## src/sv/ulte_pkg.sv

```systemverilog
`timescale 1ns / 1ps
// ----------------------------------------------------------------------------
// ulte_pkg
// Shared field widths, payload types and operation codes of the unsorted
// list table engine.
// ----------------------------------------------------------------------------
package ulte_pkg;

	// fixed field widths of the command, response and configuration words
	localparam int MODE_W  = 3;
	localparam int VALUE_W = 32;
	localparam int POS_W   = 8;
	localparam int CNT_W   = 9;
	localparam int CAP_W   = 9;

	// capacity after reset, before any clamp to the table depth
	localparam int CAP_RESET = 256;

	typedef logic        [MODE_W-1:0]  mode_t;
	typedef logic signed [VALUE_W-1:0] value_t;
	typedef logic        [POS_W-1:0]   pos_t;
	typedef logic        [CNT_W-1:0]   cnt_t;
	typedef logic        [CAP_W-1:0]   cap_t;

	// operation codes carried in the mode field
	localparam mode_t MODE_INSERT    = 3'd0;
	localparam mode_t MODE_DEL_SWAP  = 3'd1;
	localparam mode_t MODE_DEL_SHIFT = 3'd2;
	localparam mode_t MODE_READ      = 3'd3;
	localparam mode_t MODE_SEARCH    = 3'd4;
	localparam mode_t MODE_REMOVE    = 3'd5;

endpackage

```

## src/sv/ulte_cmd_if.sv

```systemverilog
`timescale 1ns / 1ps
// ----------------------------------------------------------------------------
// ulte_cmd_if
// Command channel: valid/ready handshake carrying one operation word.
// ----------------------------------------------------------------------------
interface ulte_cmd_if
	import ulte_pkg::*;
();
	logic   valid;
	logic   ready;
	mode_t  mode;
	value_t value;
	pos_t   position;

	modport source (output valid, output mode, output value, output position, input ready);
	modport sink (input valid, input mode, input value, input position, output ready);
endinterface

```

## src/sv/ulte_rsp_if.sv

```systemverilog
`timescale 1ns / 1ps
// ----------------------------------------------------------------------------
// ulte_rsp_if
// Response channel: valid/ready handshake carrying one result word.
// ----------------------------------------------------------------------------
interface ulte_rsp_if
	import ulte_pkg::*;
();
	logic   valid;
	logic   ready;
	logic   ok;
	value_t data_out;
	cnt_t   removed_count;
	cnt_t   length;

	modport source (output valid, output ok, output data_out, output removed_count,
		output length, input ready);
	modport sink (input valid, input ok, input data_out, input removed_count,
		input length, output ready);
endinterface

```

## src/sv/ulte_ctrl.sv

```systemverilog
`timescale 1ns / 1ps
// ----------------------------------------------------------------------------
// ulte_ctrl
// Operation sequencer: takes a command word, walks the entry memory with a
// registered read pipeline, writes back moved entries, and holds the result
// word in an output register.
// ----------------------------------------------------------------------------
module ulte_ctrl
	import ulte_pkg::*;
#(
	parameter int DEPTH      = 256,
	parameter int DATA_WIDTH = 32
) (
	input  logic                       clk,
	input  logic                       arst_n,
	input  logic [$clog2(DEPTH+1)-1:0] cap_lim,
	ulte_cmd_if.sink                   cmd,
	ulte_rsp_if.source                 rsp,
	output logic                       rd_en,
	output logic [$clog2(DEPTH)-1:0]   rd_addr,
	input  logic [DATA_WIDTH-1:0]      rd_data,
	output logic                       wr_en,
	output logic [$clog2(DEPTH)-1:0]   wr_addr,
	output logic [DATA_WIDTH-1:0]      wr_data
);

	localparam int AW = $clog2(DEPTH);
	localparam int CW = $clog2(DEPTH + 1);
	localparam int LW = (CW > CAP_W) ? CW : CAP_W;

	localparam logic [2:0] ST_IDLE  = 3'd0;
	localparam logic [2:0] ST_SCAN  = 3'd1;
	localparam logic [2:0] ST_SWP_A = 3'd2;
	localparam logic [2:0] ST_SWP_B = 3'd3;
	localparam logic [2:0] ST_RESP  = 3'd4;

	logic [2:0]            state_q;
	logic [CW-1:0]         count_q;
	logic [CW-1:0]         rptr_q;
	logic [CW-1:0]         end_q;
	logic [CW-1:0]         wptr_q;
	logic                  vld_s1;
	logic [AW-1:0]         idx_s1;
	logic                  rsp_vld_q;

	mode_t                 op_q;
	logic [DATA_WIDTH-1:0] key_q;
	logic [AW-1:0]         pos_q;
	logic                  res_ok_q;
	logic [DATA_WIDTH-1:0] res_data_q;
	logic [CW-1:0]         res_rem_q;
	logic                  ok_q;
	logic [DATA_WIDTH-1:0] dout_q;
	logic [CW-1:0]         rem_q;
	logic [CW-1:0]         len_q;

	logic                  cmd_fire;
	logic                  pos_ok;
	logic                  ins_ok;
	logic                  scan_issue;
	logic                  scan_done;
	logic                  rsp_load;
	logic [CW-1:0]         last_idx;
	logic [DATA_WIDTH-1:0] cmd_val;

	// handshake and decode
	assign cmd.ready  = (state_q == ST_IDLE);
	assign cmd_fire   = cmd.valid && cmd.ready;
	assign cmd_val    = DATA_WIDTH'($unsigned(cmd.value));
	assign pos_ok     = LW'(cmd.position) < LW'(count_q);
	assign ins_ok     = count_q < cap_lim;
	assign scan_issue = rptr_q < end_q;
	assign scan_done  = !scan_issue && !vld_s1;
	assign rsp_load   = (state_q == ST_RESP) && (!rsp_vld_q || rsp.ready);
	assign last_idx   = count_q - CW'(1);

	// memory port steering
	always_comb begin
		rd_en   = 1'b0;
		rd_addr = rptr_q[AW-1:0];
		wr_en   = 1'b0;
		wr_addr = pos_q;
		wr_data = rd_data;
		unique case (state_q)
			ST_IDLE: begin
				if (cmd_fire && cmd.mode == MODE_INSERT && ins_ok) begin
					wr_en   = 1'b1;
					wr_addr = count_q[AW-1:0];
					wr_data = cmd_val;
				end
				if (cmd_fire && cmd.mode == MODE_DEL_SWAP && pos_ok) begin
					rd_en   = 1'b1;
					rd_addr = AW'(cmd.position);
				end
			end
			ST_SCAN: begin
				rd_en = scan_issue;
				// writes land below the read pointer, so no overlap with reads
				if (vld_s1 && op_q == MODE_DEL_SHIFT && idx_s1 != pos_q) begin
					wr_en   = 1'b1;
					wr_addr = idx_s1 - AW'(1);
				end
				if (vld_s1 && op_q == MODE_REMOVE && rd_data != key_q) begin
					wr_en   = 1'b1;
					wr_addr = wptr_q[AW-1:0];
				end
			end
			ST_SWP_A: begin
				rd_en   = 1'b1;
				rd_addr = last_idx[AW-1:0];
			end
			ST_SWP_B: begin
				wr_en = 1'b1;
			end
			default: begin
			end
		endcase
	end

	// sequencer control
	always_ff @(posedge clk or negedge arst_n) begin
		if (!arst_n) begin
			state_q   <= ST_IDLE;
			count_q   <= '0;
			rptr_q    <= '0;
			end_q     <= '0;
			wptr_q    <= '0;
			vld_s1    <= 1'b0;
			rsp_vld_q <= 1'b0;
		end else begin
			unique case (state_q)
				ST_IDLE: begin
					vld_s1 <= 1'b0;
					wptr_q <= '0;
					if (cmd_fire) begin
						state_q <= ST_RESP;
						unique case (cmd.mode)
							MODE_INSERT: begin
								if (ins_ok) begin
									count_q <= count_q + CW'(1);
								end
							end
							MODE_DEL_SWAP: begin
								if (pos_ok) begin
									state_q <= ST_SWP_A;
								end
							end
							MODE_DEL_SHIFT: begin
								if (pos_ok) begin
									rptr_q  <= CW'(cmd.position);
									end_q   <= count_q;
									state_q <= ST_SCAN;
								end
							end
							MODE_READ: begin
								if (pos_ok) begin
									rptr_q  <= CW'(cmd.position);
									end_q   <= CW'(cmd.position) + CW'(1);
									state_q <= ST_SCAN;
								end
							end
							MODE_SEARCH, MODE_REMOVE: begin
								rptr_q  <= '0;
								end_q   <= count_q;
								state_q <= ST_SCAN;
							end
							default: begin
							end
						endcase
					end
				end
				ST_SCAN: begin
					vld_s1 <= scan_issue;
					if (scan_issue) begin
						rptr_q <= rptr_q + CW'(1);
					end
					if (vld_s1 && op_q == MODE_REMOVE && rd_data != key_q) begin
						wptr_q <= wptr_q + CW'(1);
					end
					if (scan_done) begin
						if (op_q == MODE_DEL_SHIFT) begin
							count_q <= count_q - CW'(1);
						end
						if (op_q == MODE_REMOVE) begin
							count_q <= wptr_q;
						end
						state_q <= ST_RESP;
					end
				end
				ST_SWP_A: begin
					state_q <= ST_SWP_B;
				end
				ST_SWP_B: begin
					count_q <= count_q - CW'(1);
					state_q <= ST_RESP;
				end
				ST_RESP: begin
					if (rsp_load) begin
						state_q <= ST_IDLE;
					end
				end
				default: begin
					state_q <= ST_IDLE;
				end
			endcase

			// output register: a new word may load as the old one leaves
			if (rsp_load) begin
				rsp_vld_q <= 1'b1;
			end else if (rsp.ready) begin
				rsp_vld_q <= 1'b0;
			end
		end
	end

	// result payload
	always_ff @(posedge clk) begin
		idx_s1 <= rptr_q[AW-1:0];
		if (cmd_fire) begin
			op_q       <= cmd.mode;
			key_q      <= cmd_val;
			pos_q      <= AW'(cmd.position);
			res_ok_q   <= (cmd.mode == MODE_INSERT) && ins_ok;
			res_data_q <= '0;
			res_rem_q  <= '0;
		end
		if (state_q == ST_SCAN && vld_s1) begin
			unique case (op_q)
				MODE_READ: begin
					res_data_q <= rd_data;
					res_ok_q   <= 1'b1;
				end
				MODE_DEL_SHIFT: begin
					if (idx_s1 == pos_q) begin
						res_data_q <= rd_data;
						res_ok_q   <= 1'b1;
					end
				end
				MODE_SEARCH: begin
					if (rd_data == key_q) begin
						res_ok_q <= 1'b1;
					end
				end
				MODE_REMOVE: begin
					if (rd_data == key_q) begin
						res_rem_q <= res_rem_q + CW'(1);
					end
				end
				default: begin
				end
			endcase
		end
		if (state_q == ST_SCAN && scan_done && op_q == MODE_REMOVE) begin
			res_ok_q <= 1'b1;
		end
		if (state_q == ST_SWP_A) begin
			res_data_q <= rd_data;
		end
		if (state_q == ST_SWP_B) begin
			res_ok_q <= 1'b1;
		end
		if (rsp_load) begin
			ok_q   <= res_ok_q;
			dout_q <= res_data_q;
			rem_q  <= res_rem_q;
			len_q  <= count_q;
		end
	end

	// response word
	assign rsp.valid         = rsp_vld_q;
	assign rsp.ok            = ok_q;
	assign rsp.data_out      = VALUE_W'(dout_q);
	assign rsp.removed_count = CNT_W'(rem_q);
	assign rsp.length        = CNT_W'(len_q);

endmodule

```

## src/flat_wrapper.sv

```systemverilog
// flat-port wrapper written by rule: the top's interface ports become plain ports
module ulte_ctrl_flat import ulte_pkg::*;
#(
	parameter int DEPTH      = 256,
	parameter int DATA_WIDTH = 32
)
  (clk, arst_n, cap_lim, rd_en, rd_addr, rd_data, wr_en, wr_addr, wr_data, cmd_valid, cmd_mode, cmd_value, cmd_position, cmd_ready, rsp_valid, rsp_ok, rsp_data_out, rsp_removed_count, rsp_length, rsp_ready);
  ulte_cmd_if cmd_i ();
  ulte_rsp_if rsp_i ();
  input  logic clk;
  input  logic arst_n;
  input  logic [$clog2(DEPTH+1)-1:0] cap_lim;
  output logic rd_en;
  output logic [$clog2(DEPTH)-1:0] rd_addr;
  input  logic [DATA_WIDTH-1:0] rd_data;
  output logic wr_en;
  output logic [$clog2(DEPTH)-1:0] wr_addr;
  output logic [DATA_WIDTH-1:0] wr_data;
  input wire logic [$bits(cmd_i.valid)-1:0] cmd_valid;
  input wire logic [$bits(cmd_i.mode)-1:0] cmd_mode;
  input wire logic [$bits(cmd_i.value)-1:0] cmd_value;
  input wire logic [$bits(cmd_i.position)-1:0] cmd_position;
  output wire logic [$bits(cmd_i.ready)-1:0] cmd_ready;
  output wire logic [$bits(rsp_i.valid)-1:0] rsp_valid;
  output wire logic [$bits(rsp_i.ok)-1:0] rsp_ok;
  output wire logic [$bits(rsp_i.data_out)-1:0] rsp_data_out;
  output wire logic [$bits(rsp_i.removed_count)-1:0] rsp_removed_count;
  output wire logic [$bits(rsp_i.length)-1:0] rsp_length;
  input wire logic [$bits(rsp_i.ready)-1:0] rsp_ready;
  assign cmd_i.valid = cmd_valid;
  assign cmd_i.mode = cmd_mode;
  assign cmd_i.value = cmd_value;
  assign cmd_i.position = cmd_position;
  assign cmd_ready = cmd_i.ready;
  assign rsp_valid = rsp_i.valid;
  assign rsp_ok = rsp_i.ok;
  assign rsp_data_out = rsp_i.data_out;
  assign rsp_removed_count = rsp_i.removed_count;
  assign rsp_length = rsp_i.length;
  assign rsp_i.ready = rsp_ready;
  ulte_ctrl #(.DEPTH(DEPTH), .DATA_WIDTH(DATA_WIDTH)) u_core (.clk(clk), .arst_n(arst_n), .cap_lim(cap_lim), .cmd(cmd_i), .rsp(rsp_i), .rd_en(rd_en), .rd_addr(rd_addr), .rd_data(rd_data), .wr_en(wr_en), .wr_addr(wr_addr), .wr_data(wr_data));
endmodule
```

## config.mk

```make
export PLATFORM = sky130hd
export DESIGN_NAME = ulte_ctrl_flat
export DESIGN_NICKNAME = d
export VERILOG_FILES = /design/src/sv/ulte_pkg.sv /design/src/sv/ulte_cmd_if.sv /design/src/sv/ulte_rsp_if.sv /design/src/sv/ulte_ctrl.sv /design/src/flat_wrapper.sv
export SDC_FILE = /design/constraint.sdc
export NUM_CORES = 1
export LEC_CHECK = 0
export ABC_CLOCK_PERIOD_IN_PS = 3100
export CAP_MARGIN = 0
export CORE_MARGIN = 2
export CORE_UTILIZATION = 45
export DETAILED_ROUTE_END_ITERATION = 8
export DONT_BUFFER_PORTS = 1
export GPL_TIMING_DRIVEN = 0
export PLACE_DENSITY = 0.61
export RECOVER_POWER = 25
export SLEW_MARGIN = 25
export SYNTH_ARGS = -nofsm -noshare
export SYNTH_HDL_FRONTEND = slang
export SYNTH_SLANG_ARGS = --single-unit
```

## constraint.sdc

```tcl
create_clock -name clk -period 3.1 [get_ports clk]
set_input_delay 0.155 -clock clk [delete_from_list [all_inputs] [get_ports clk]]
set_output_delay 0.155 -clock clk [all_outputs]
set_load 0.005 [all_outputs]
```

==> flow_summary.json, run 1 <==
{
  "grt_overflow_total": 0,
  "drt_first_pass_iters": 5,
  "vias_post_dr": 7236,
  "ys_seq_elements": 185,
  "layout.nets": 1122,
  "gp_routability_congestion": 0.913,
  "placeableCoreArea_sq_um": 20200,
  "reg2reg_from": "u_core.pos_q[2]$_DFFE_PP_",
  "clkLatencyLatePin_ps": 440,
  "crit_path_start_kind": "register",
  "worstPathArrival_ps": 2860,
  "async_reset_ff_share_pct": 22.2,
  "synth_top_area_share_pct": 30.5,
  "synth_area_per_cell_sq_um": 10.5,
  "post_route_cells_drive_above_1_share_pct": 12.9,
  "synth.yosys.warnings": 0,
  "drt_iter0_drc": 492,
  "synth_top_flop_cell": "edfxtp_1",
  "drt_drc_violations_left": 0,
  "routed_wl_um": 27000,
  "synth_enable_flop_cells": 94,
  "timing.fmax_mhz": 331,
  "detail_route.wl_per_cell_um": 20.9,
  "timing.final.crit_period_ps": 3020,
  "timing.final.crit_share_pct": 97.3,
  "slack_of_the_worst_reg_to_reg_path_ps": 140,
  "layout.cells.most_common_list": "nand2_1 (120), edfxtp_1 (94), dlygate4sd3_1 (78)",
  "grt_first_pass_wirelength_um": 40800,
  "start_util_pct": 45.8,
  "critPathMaxFanout": 5,
  "hold_viol": 0,
  "postRouteAntennaNets": 0,
  "syn_to_final_growth_pct": 23.6,
  "synth_area_sq_um": 9250,
  "drv_cap": 0,
  "status": "finished clean",
  "detailedPlacementHpwl_um": 18700,
  "worst_setup_hold_path_clk_slew_ps": 70,
  "timing.final.setup_violations": 0,
  "num_rows": 52,
  "syn_nets": 1001,
  "grt.total_usage_pct": 24.9,
  "die_area_sq_um": 21700,
  "finish.instance_area_sq_um": 11400,
  "critPathRequiredTime_ps": 2940,
  "count_of_inserted_antenna_diode_cells": 0,
  "finalWorstSetupSlack_ps": 83.3,
  "capture_point_of_the_worst_reg_to_reg_path": "u_core.res_data_q[20]$_DFF_P_",
  "setup.worst_path.start": "u_core.count_q[6]$_DFFE_PN0P_",
  "cts_tree": "built",
  "synth_area_leaders": "edfxtp_1 (31%), dfrtp_1 (11%), dfxtp_1 (11%)",
  "placedInstanceArea_sq_um": 9610,
  "fin_worst_hold_slack_ps": 28.4,
  "grt_pass1_vias": 6812,
  "htree_levels": 4,
  "slew_violations": 0,
  "worstMarginPinSlew_ps": 950,
  "synth.largest_area_cell": "edfxtp_1",
  "most_frequent_standard_cell_in_the_layout_excluding_fill_and_tap_cells": "nand2_1",
  "end_kind": "primary output",
  "cts.root.buffer_cell": "clkbuf_16",
  "timing.hold.worst_endpoint": "u_core.end_q[0]$_DFFE_PN0P_",
  "hold_depth": 2,
  "slew_headroom_pct": 36.3,
  "placement.setup.worst_slack_ps": -39.6,
  "rr_worst_depth": 7,
  "p_leak_uw": 0.00440,
  "hp-class": "in2reg",
  "final.setup_skew_ps": 11.3,
  "synth.distinct_cells": 70,
  "syn_inst": 883,
  "die_y_um": 147,
  "grt_antenna_before_repair": 0,
  "path_class": "reg2out",
  "numCtsBuffers": 17,
  "maximum_number_of_pins_on_one_net_before_global_route_repair": 42,
  "report.power.total_uw": 9380,
  "hold_path.startpoint": "cmd_position[0]",
  "power_density_nw_per_um2": 821,
  "floorplan.io_pins": 191,
  "x_dimension_of_the_die_um": 147,
  "vdd_ir_drop_max_mv": 0.505,
  "route.detailed.vias_per_inst": 5.62,
  "synth_seq_area_share_pct": 52.5,
  "numPortBuffers": 0,
  "cts.path.max_buffers": 2,
  "numClockSinks": 185
}
==> worst max-delay path by stage <==
stage	endpoint	slack, ps	depth (start not counted)
2_1_floorplan	wr_data[10]	370	10
3_3_place_gp	wr_data[25]	-340	10
3_5_place_dp	u_core.res_data_q[20]$_DFF_P_	-40	7
4_1_cts	wr_addr[6]	6	7
5_1_grt	wr_addr[3]	-5	9
6_report	wr_addr[1]	80	8
==> report_power, final <==
part	switching (uW)	internal, uW	total (uW)
Sequential	560	3330	3890
Clock	1060	1260	2320
Combinational	1930	1240	3170
Total	3550	5830	9380
==> synth_stat cells, drive strengths merged (3+ instances only) <==
| library cell | n |
|---|---|
| nand2 | 121 |
| edfxtp | 94 |
| o21ai | 80 |
| nor2 | 65 |
| xor2 | 51 |
| dfxtp | 50 |
| a21oi | 43 |
| dfrtp | 41 |
| inv | 38 |
| mux2 | 33 |
| ha | 30 |
| clkbuf | 24 |
| buf | 18 |
| nand3 | 15 |
| nand4 | 15 |
| xnor2 | 15 |
| nor4 | 14 |
| and3 | 12 |
| mux2i | 12 |
| a22oi | 9 |
| nor3 | 9 |
| a221o | 8 |
| a211o | 7 |
| nand2b | 7 |
| a31oi | 6 |
| o211ai | 6 |
| or3 | 6 |
| nor2b | 5 |
| o22a | 5 |
| a211oi | 4 |
| a21o | 3 |
| a221oi | 3 |
| o221ai | 3 |
| o22ai | 3 |
| or2 | 3 |
==> routing by layer <==
metal | vias to the layer above | routed length (um) | global-route usage, %
met3 | 34 | 1680 | 5.34
met4 | 0 | 448 | 8.03
met5 | - | 0 | 0
li1 | 3432 | - | -
met2 | 276 | 12600 | 38.6
met1 | 3494 | 12200 | 35.0
==> flip-flops by register name (all words and copies together), names as in the netlist <==
| signal | flops |
|---|---|
| u_core.rsp.ok | 1 |
| u_core.rsp.length | 9 |
| u_core.res_rem_q | 9 |
| u_core.count_q | 9 |
| u_core.op_q | 3 |
| u_core.end_q | 9 |
| u_core.state_q | 3 |
| u_core.res_data_q | 32 |
| u_core.idx_s1 | 8 |
| u_core.rptr_q | 9 |
| u_core.rsp.removed_count | 9 |
| u_core.wptr_q | 9 |
| u_core.rsp.data_out | 32 |
| u_core.key_q | 32 |
| u_core.pos_q | 8 |
| u_core.res_ok_q | 1 |
| u_core.vld_s1 | 1 |
| u_core.rsp.valid | 1 |
==> critical path: stages, from the launching register on <==
cell      delay (ps)
dfrtp_1          420
ha_1             310
and3_4           160
a211o_1          280
a311o_2          420
a21o_4           270
o211a_1          220
a221oi_2         230
nand2_1          120
==> kinds of logic (layout without fill, tap and decap cells) <==
logic type | after synthesis | in the layout | share of synthesized area [%]
and+or+nand+nor | 282 | 282 | 14.4
muxes | 45 | 45 | 5.32
DFF | 185 | 185 | 52.5
buffers and inverters | 80 | 214 | 3.84
adders and majority gates | 30 | 30 | 4.06
AOI/OAI and AO/OA | 195 | 195 | 13.6
xor gates and xnor gates | 66 | 66 | 6.25
==> repair_timing <==
item,in CTS,in global routing
cloned,2,0
hold endpoints to repair,122,0
pin swaps,1,10
setup endpoints to repair,64,25
hold buffers,79,0
gates resized for setup,26,27
buffers inserted,7,14
==> final cells by class <==
type	instances	area [sq um]
multi-input combinational	618	4150
fill	1750	8740
sequential	185	4850
timing repair inverter	2	17.5
buffer	41	256
tap	270	338
clock inverter	14	204
clock buffer	18	439
timing repair buffer	101	998
inverter	38	165
==> metrics by stage <==
step / setup TNS, ps / util [%] / cells
global route: -5.08 / 56.7 / 1287
detailed placement: -479 / 47.6 / 1154
floorplan: 0 / - / 883
finish: 0 / 56.7 / 1287
CTS: 0 / 55.7 / 1274
global placement: -8900 / 47.5 / 1153
(Power assumes the default switching activity.)
==> inputs of run 2 (changes only) <==
- ABC_AREA: default -> 1
- REMOVE_ABC_BUFFERS: default -> 1
==> run 2 against run 1 <==
The flow now finishes with violations (capacitance limit, slew limit). Critical path depth increased by 2. Cell count increased by 19%. Sequential share of layout area decreased by 1.1 points. Worst hold slack got worse by 13 ps. Register-to-register slack improved by 160 ps. Synthesized cell count increased by 32%. Area after synthesis increased by 7.4%. Clock power decreased by 3%. Critical path type unchanged. Largest power group unchanged.
==> flow_summary.json, run 2 <==
{
  "end_kind": "primary output",
  "wl_met1_um": 11600,
  "top_signal_layer_used": "met4",
  "hold_viol": 0,
  "drt_drc_violations_left": 0,
  "timing.fmax_mhz": 339,
  "gp_routability_congestion": 0.935,
  "start_util_pct": 45.7,
  "synth.distinct_cells": 47,
  "detailedPlacementHpwl_um": 19000,
  "final.setup_skew_ps": 21.2,
  "count_of_inserted_antenna_diode_cells": 0,
  "async_reset_ff_share_pct": 22.2,
  "timing.final.crit_share_pct": 95.1,
  "critPathMaxFanout": 17,
  "drt_first_pass_iters": 4,
  "crit_path_start_kind": "register",
  "hp-class": "in2reg",
  "failed_checks": "capacitance limit, slew limit",
  "synth.most_common_cell": "nand2_1",
  "path_class": "reg2out",
  "critPathRequiredTime_ps": 2940,
  "multi_input_area_sq_um": 4430,
  "ys_seq_elements": 185,
  "p_leak_uw": 0.00514,
  "slew_violations": 42,
  "route.met3.wl_um": 1870,
  "clock_power_share_pct": 23.0,
  "vdd_ir_drop_max_mv": 0.526,
  "clkLatencyLatePin_ps": 440,
  "vias_post_dr": 8002,
  "sequentialPowerShare_pct": 41.4,
  "finish.instance_area_sq_um": 11700,
  "place_inst": 1422,
  "register_area_sq_um": 4850,
  "synth.yosys.warnings": 0,
  "cts.root.buffer_cell": "clkbuf_16",
  "power_density_nw_per_um2": 831,
  "x_dimension_of_the_die_um": 153,
  "route.detailed.vias_per_inst": 5.21,
  "detail_route.wl_per_cell_um": 17.4,
  "placedInstanceArea_sq_um": 10200,
  "die_y_um": 153,
  "synth_area_per_cell_sq_um": 8.50,
  "cts.path.max_buffers": 2,
  "synth_seq_area_share_pct": 48.8,
  "numCtsBuffers": 17,
  "internal-power_uw": 5710,
  "finish.cell_count_without_fillers": 1537,
  "met2_wirelength_um": 12500,
  "layout.nets": 1362,
  "synth_area_leaders": "edfxtp_1 (28%), nand2_1 (12%), dfrtp_1 (10%)",
  "grt.total_usage_pct": 22.9,
  "grt_overflow_total": 0,
  "p_sw_uw": 4030,
  "most_frequent_standard_cell_in_the_layout_excluding_fill_and_tap_cells": "nand2_1",
  "slew_headroom_pct": -53.8,
  "synth_area_sq_um": 9930,
  "num_rows": 54,
  "placeableCoreArea_sq_um": 21800,
  "grt_pass1_vias": 7801,
  "synth_top_area_share_pct": 28.4,
  "power.share.switching_pct": 41.3,
  "synth.largest_area_cell": "edfxtp_1",
  "postRouteAntennaNets": 0,
  "unrepaired_setup_endpoints_after_global_routing": "false",
  "worstPathArrival_ps": 2790,
  "maximum_number_of_pins_on_one_net_before_global_route_repair": 42,
  "status": "finished, violations left",
  "htree_levels": 4,
  "die_area_sq_um": 23300,
  "timing.final.setup_violations": 0,
  "slack_of_the_worst_reg_to_reg_path_ps": 300,
  "n_fill_cell": 2008,
  "grt_first_pass_wirelength_um": 42000,
  "drt_iter0_drc": 576,
  "worst_setup_hold_path_clk_slew_ps": 80,
  "post_route_cells_drive_above_1_share_pct": 7.96,
  "floorplan.io_pins": 191,
  "worstMarginPinSlew_ps": 2310,
  "syn_inst": 1168,
  "ys_top_cells_by_count": "nand2_1 (330), inv_1 (145), nand3_1 (101), edfxtp_1 (94), nor2_1 (67)",
  "grt_antenna_before_repair": 0,
  "timing.final.crit_period_ps": 2950,
  "synth_enable_flop_cells": 94,
  "synth_top_flop_cell": "edfxtp_1",
  "layout.cells.most_common_list": "nand2_1 (327), inv_1 (144), nand3_1 (100)",
  "numClockSinks": 185,
  "numPortBuffers": 0,
  "share_comb_of_total_power_pct": 35.6,
  "cts_tree": "built",
  "drv_cap": 1,
  "routed_wl_um": 26700,
  "syn_to_final_growth_pct": 18.0
}
==> run 2: cell count changes in the layout (fill, tap and decap cells not counted), moves of 22 or more <==
cell	change
mux2_4	+22
inv_1	+113
nand2_1	+207
xor2_1	-27
nand3_1	+86
mux2_1	-27
==> run 2: stage by stage <==
stage / TNS [ps] / utilization (%) / hold slack, ps / power [uW] / worst slack, ps
floorplan: -23070 / - / -141 / 6240 / -330
global placement: -160400 / 46.5 / -138 / 7270 / -1890
detailed placement: 0 / 47.0 / -138 / 7350 / 11.9
CTS: 0 / 53.8 / 2.00 / 9740 / 8.94
global route: 0 / 53.9 / 29.3 / 10400 / 19.3
finish: 0 / 53.9 / 15.0 / 9740 / 152
==> run 2: what timing repair did <==
item	CTS	global route
endpoints found under the setup margin	41	42
gates resized for setup	4	7
hold buffers	79	0
setup buffers	2	0
pin swaps	1	1
hold endpoints to repair	121	0
cloned	0	2
==> run 2: final cells by class <==
class	instances	area share, %
multi-input cells	804	37.8
clock buffers	17	3.63
flip-flops and latches	185	41.4
well taps	280	2.99
clock inverters	15	1.74
inverters	149	4.84
repair buffers	87	7.62
==> run 2: final timing paths <==
| path | from | to | cells after the start |
|---|---|---|---|
| max | u_core.state_q[1]$_DFFE_PN0P_ | wr_data[12] | 10 |
| min | cmd_mode[1] | u_core.state_q[1]$_DFFE_PN0P_ | 5 |
| max reg2reg | u_core.count_q[6]$_DFFE_PN0P_ | u_core.end_q[1]$_DFFE_PN0P_ | 9 |
| min reg2reg | u_core.res_data_q[1]$_DFF_P_ | u_core.rsp.data_out[1]$_DFFE_PP_ | 0 |
| max in group asynchronous | arst_n | u_core.count_q[4]$_DFFE_PN0P_ | 2 |
| min in group asynchronous | arst_n | u_core.end_q[8]$_DFFE_PN0P_ | 2 |
==> run 2: kinds of logic after synthesis <==
group / synth area share (%)
adder cells (fa/ha/maj): 3.78
multiplexers: 3.48
AND/OR/NAND/NOR: 23.4
buffers and inverters: 7.27
AO/OA/AOI/OAI: 8.41
XOR/XNOR: 4.85
flip-flops: 48.8
==> run 2: worst max-delay path: stages, from the launching register on <==
cell     delay [ps]
dfrtp_1         440
nor2_4          170
inv_4           130
nor2_8          250
nand2_4         230
nor2_1          210
nand4_1         100
buf_4           180
buf_6           150
buf_6           160
mux2_4          310
==> run 2: routing by layer <==
layer / up-vias / global-route usage (%)
met3: 46 / 5.46
met1: 3670 / 29.8
met5: - / 0
met4: 0 / 8.95
li1: 4011 / -
met2: 275 / 37.0
==> run 2: power by group through the flow <==
stage | logic (uW) | clock network [uW] | registers, uW
floorplan | 2410 | 0 | 3830
global placement | 3190 | 0 | 4080
detailed placement | 3290 | 0 | 4060
CTS | 3420 | 2310 | 4000
global route | 3930 | 2410 | 4110
finish | 3470 | 2240 | 4030
==> inputs of run 3 (changes only) <==
- CORE_MARGIN: 2 -> default
==> run 3 against run 2 <==
The flow still finishes with violations (capacitance limit, slew limit). Cell count shrank 0.46%. Via count grew 1.9%. Sequential power is essentially flat. Maximum frequency grew 1.3%. Count of clock-buffer cells in the layout grew 1. Combinational power is essentially flat. Non-clock buffer count shrank 2. Utilization grew 0.74 points. Sequential share of layout area grew 0.20 points. Power shrank 0.56%. Critical path type unchanged. Largest power group unchanged. Highest routed layer unchanged.
==> flow_summary.json, run 3 (same netlist as run 2, synthesis figures left out) <==
{
  "status": "finished, violations left",
  "failed_checks": "capacitance limit, slew limit",
  "maximum_number_of_pins_on_one_net_before_global_route_repair": 45,
  "drt_drc_violations_left": 0,
  "unrepaired_setup_endpoints_after_global_routing": "false",
  "hold_path.startpoint": "cmd_position[5]",
  "postRouteAntennaNets": 0,
  "cts.path.max_buffers": 2,
  "routed_wl_um": 27200,
  "post_route_cells_drive_above_1_share_pct": 7.65,
  "critPathTopFamily": "simple AND/OR/NAND/NOR gates",
  "postCtsSetupBuffers": 0,
  "grt_pass1_vias": 7694,
  "report.power.total_uw": 9680,
  "grt_util_met2_pct": 40.3,
  "cts.root.buffer_cell": "clkbuf_16",
  "worstMarginPinSlew_ps": 2350,
  "p_leak_uw": 0.00509,
  "drt_first_pass_iters": 5,
  "grt_overflow_total": 0,
  "drv_cap": 1,
  "grt.total_usage_pct": 24.2,
  "drt_iter0_drc": 576,
  "numPortBuffers": 0,
  "slew_violations": 42,
  "hold_viol": 0,
  "floorplan.io_pins": 191,
  "power_density_nw_per_um2": 831,
  "die_y_um": 151,
  "hold_depth": 4,
  "rr_worst_depth": 11,
  "die_area_sq_um": 22700,
  "path_class": "reg2out",
  "critical_path.slowest_cell": "dfrtp_1",
  "timing.final.setup_violations": 0,
  "detailedPlacementHpwl_um": 18900,
  "placement.setup.worst_slack_ps": -233,
  "reg2reg_from": "u_core.count_q[7]$_DFFE_PN0P_",
  "vias_post_dr": 8152,
  "htree_levels": 4,
  "cts_tree": "built",
  "gp_routability_congestion": 0.922,
  "vdd_ir_drop_max_mv": 0.419,
  "count_of_inserted_antenna_diode_cells": 0,
  "timing.final.crit_period_ps": 2910,
  "critical_path_cell_count": 10,
  "numClockSinks": 185,
  "timing.final.crit_share_pct": 93.9,
  "crit_path_start_kind": "register",
  "end_kind": "primary output",
  "num_rows": 53,
  "grt_util_met1_pct": 31.0,
  "syn_to_final_growth_pct": 17.4,
  "clkLatencyLatePin_ps": 440,
  "most_frequent_standard_cell_in_the_layout_excluding_fill_and_tap_cells": "nand2_1",
  "globalRoute.busiestLayer": "met2",
  "hp-class": "in2reg",
  "finalWorstSetupSlack_ps": 190,
  "start_util_pct": 46.5,
  "placeableCoreArea_sq_um": 21400,
  "final.setup_skew_ps": 12.3,
  "numCtsBuffers": 17,
  "slew_headroom_pct": -56.4,
  "worstPathArrival_ps": 2750,
  "worst_setup_hold_path_clk_slew_ps": 70,
  "cp_slowest_stage_delay_ps": 440,
  "critPathMaxFanout": 17,
  "worstPathCellList": "nor2_4 -> inv_4 -> nor2_8 -> nand2_8 -> nor2_1 -> nand4_1 -> buf_6 -> buf_6 -> buf_6 -> mux2_4",
  "x_dimension_of_the_die_um": 151,
  "grt_first_pass_wirelength_um": 41200,
  "grt_met3_use_pct": 6.48,
  "setup.worst_path.start": "u_core.state_q[1]$_DFFE_PN0P_",
  "grt_antenna_before_repair": 0,
  "worstPathBufferInverterCount": 4,
  "detail_route.wl_per_cell_um": 17.8,
  "route.detailed.vias_per_inst": 5.33,
  "critPathRequiredTime_ps": 2940,
  "timing.fmax_mhz": 344,
  "finish.utilization_pct": 54.6,
  "layout.nets": 1360,
  "crit_path_frequent_cell": "buf_6",
  "layout.cells.most_common_list": "nand2_1 (327), inv_1 (144), nand3_1 (100)"
}
-- run 3: what timing repair did --
action,CTS,global route
resized for setup,4,5
hold buffers,79,0
endpoints found under the hold margin,120,0
gates cloned,0,2
setup endpoints to repair,9,41
pin swaps,0,1
-- run 3: metrics by stage --
stage | cells | instance area [sq um] | TNS (ps) | hold slack, ps
2_1_floorplan | 1136 | 9770 | -23070 | -141
3_3_place_gp | 1411 | 10100 | -163820 | -139
3_5_place_dp | 1417 | 10200 | -454 | -139
4_1_cts | 1528 | 11600 | 0 | 11.7
5_1_grt | 1530 | 11700 | 0 | 24.1
6_report | 1530 | 11700 | 0 | 18.6
-- run 3: final cells by class --
| class | instances | area (sq um) |
|---|---|---|
| clock buffer | 18 | 429 |
| clock inverter | 14 | 155 |
| fill | 1964 | 9690 |
| inverter | 149 | 569 |
| multi-input combinational | 804 | 4430 |
| sequential | 185 | 4850 |
| tap | 275 | 344 |
| timing repair buffer | 85 | 885 |
-- run 3: path summary, 6_finish.rpt --
| kind | slack [ps] | to |
|---|---|---|
| worst min-delay path | 20 | u_core.rptr_q[5]$_DFFE_PN0P_ |
| worst min register to register | 430 | u_core.rsp.data_out[12]$_DFFE_PP_ |
| worst max-delay path | 190 | wr_data[7] |
| worst max register to register | 340 | u_core.end_q[7]$_DFFE_PN0P_ |
| max in group asynchronous | 620 | u_core.count_q[5]$_DFFE_PN0P_ |
| min in group asynchronous | 960 | u_core.end_q[5]$_DFFE_PN0P_ |
-- run 3: power by group --
part           switching (uW)  leakage [uW]  internal, uW
Combinational            2310       0.00298          1200
Clock                    1080      0.000279          1080
Sequential                620       0.00183          3400
-- run 3: per-layer routing --
| metal | vias up | share of wire (%) |
|---|---|---|
| met5 | - | 0 |
| met4 | 0 | 1.8 |
| met3 | 32 | 8.2 |
| met2 | 340 | 47 |
| met1 | 3783 | 43 |
| li1 | 3997 | - |
-- run 3: tightest hold or removal path: cells and delay by family --
| kind | cells | cell delay (ps) |
|---|---|---|
| AND/OR/NAND/NOR | 3 | 180 |
| AO/OA/AOI/OAI | 1 | 70 |
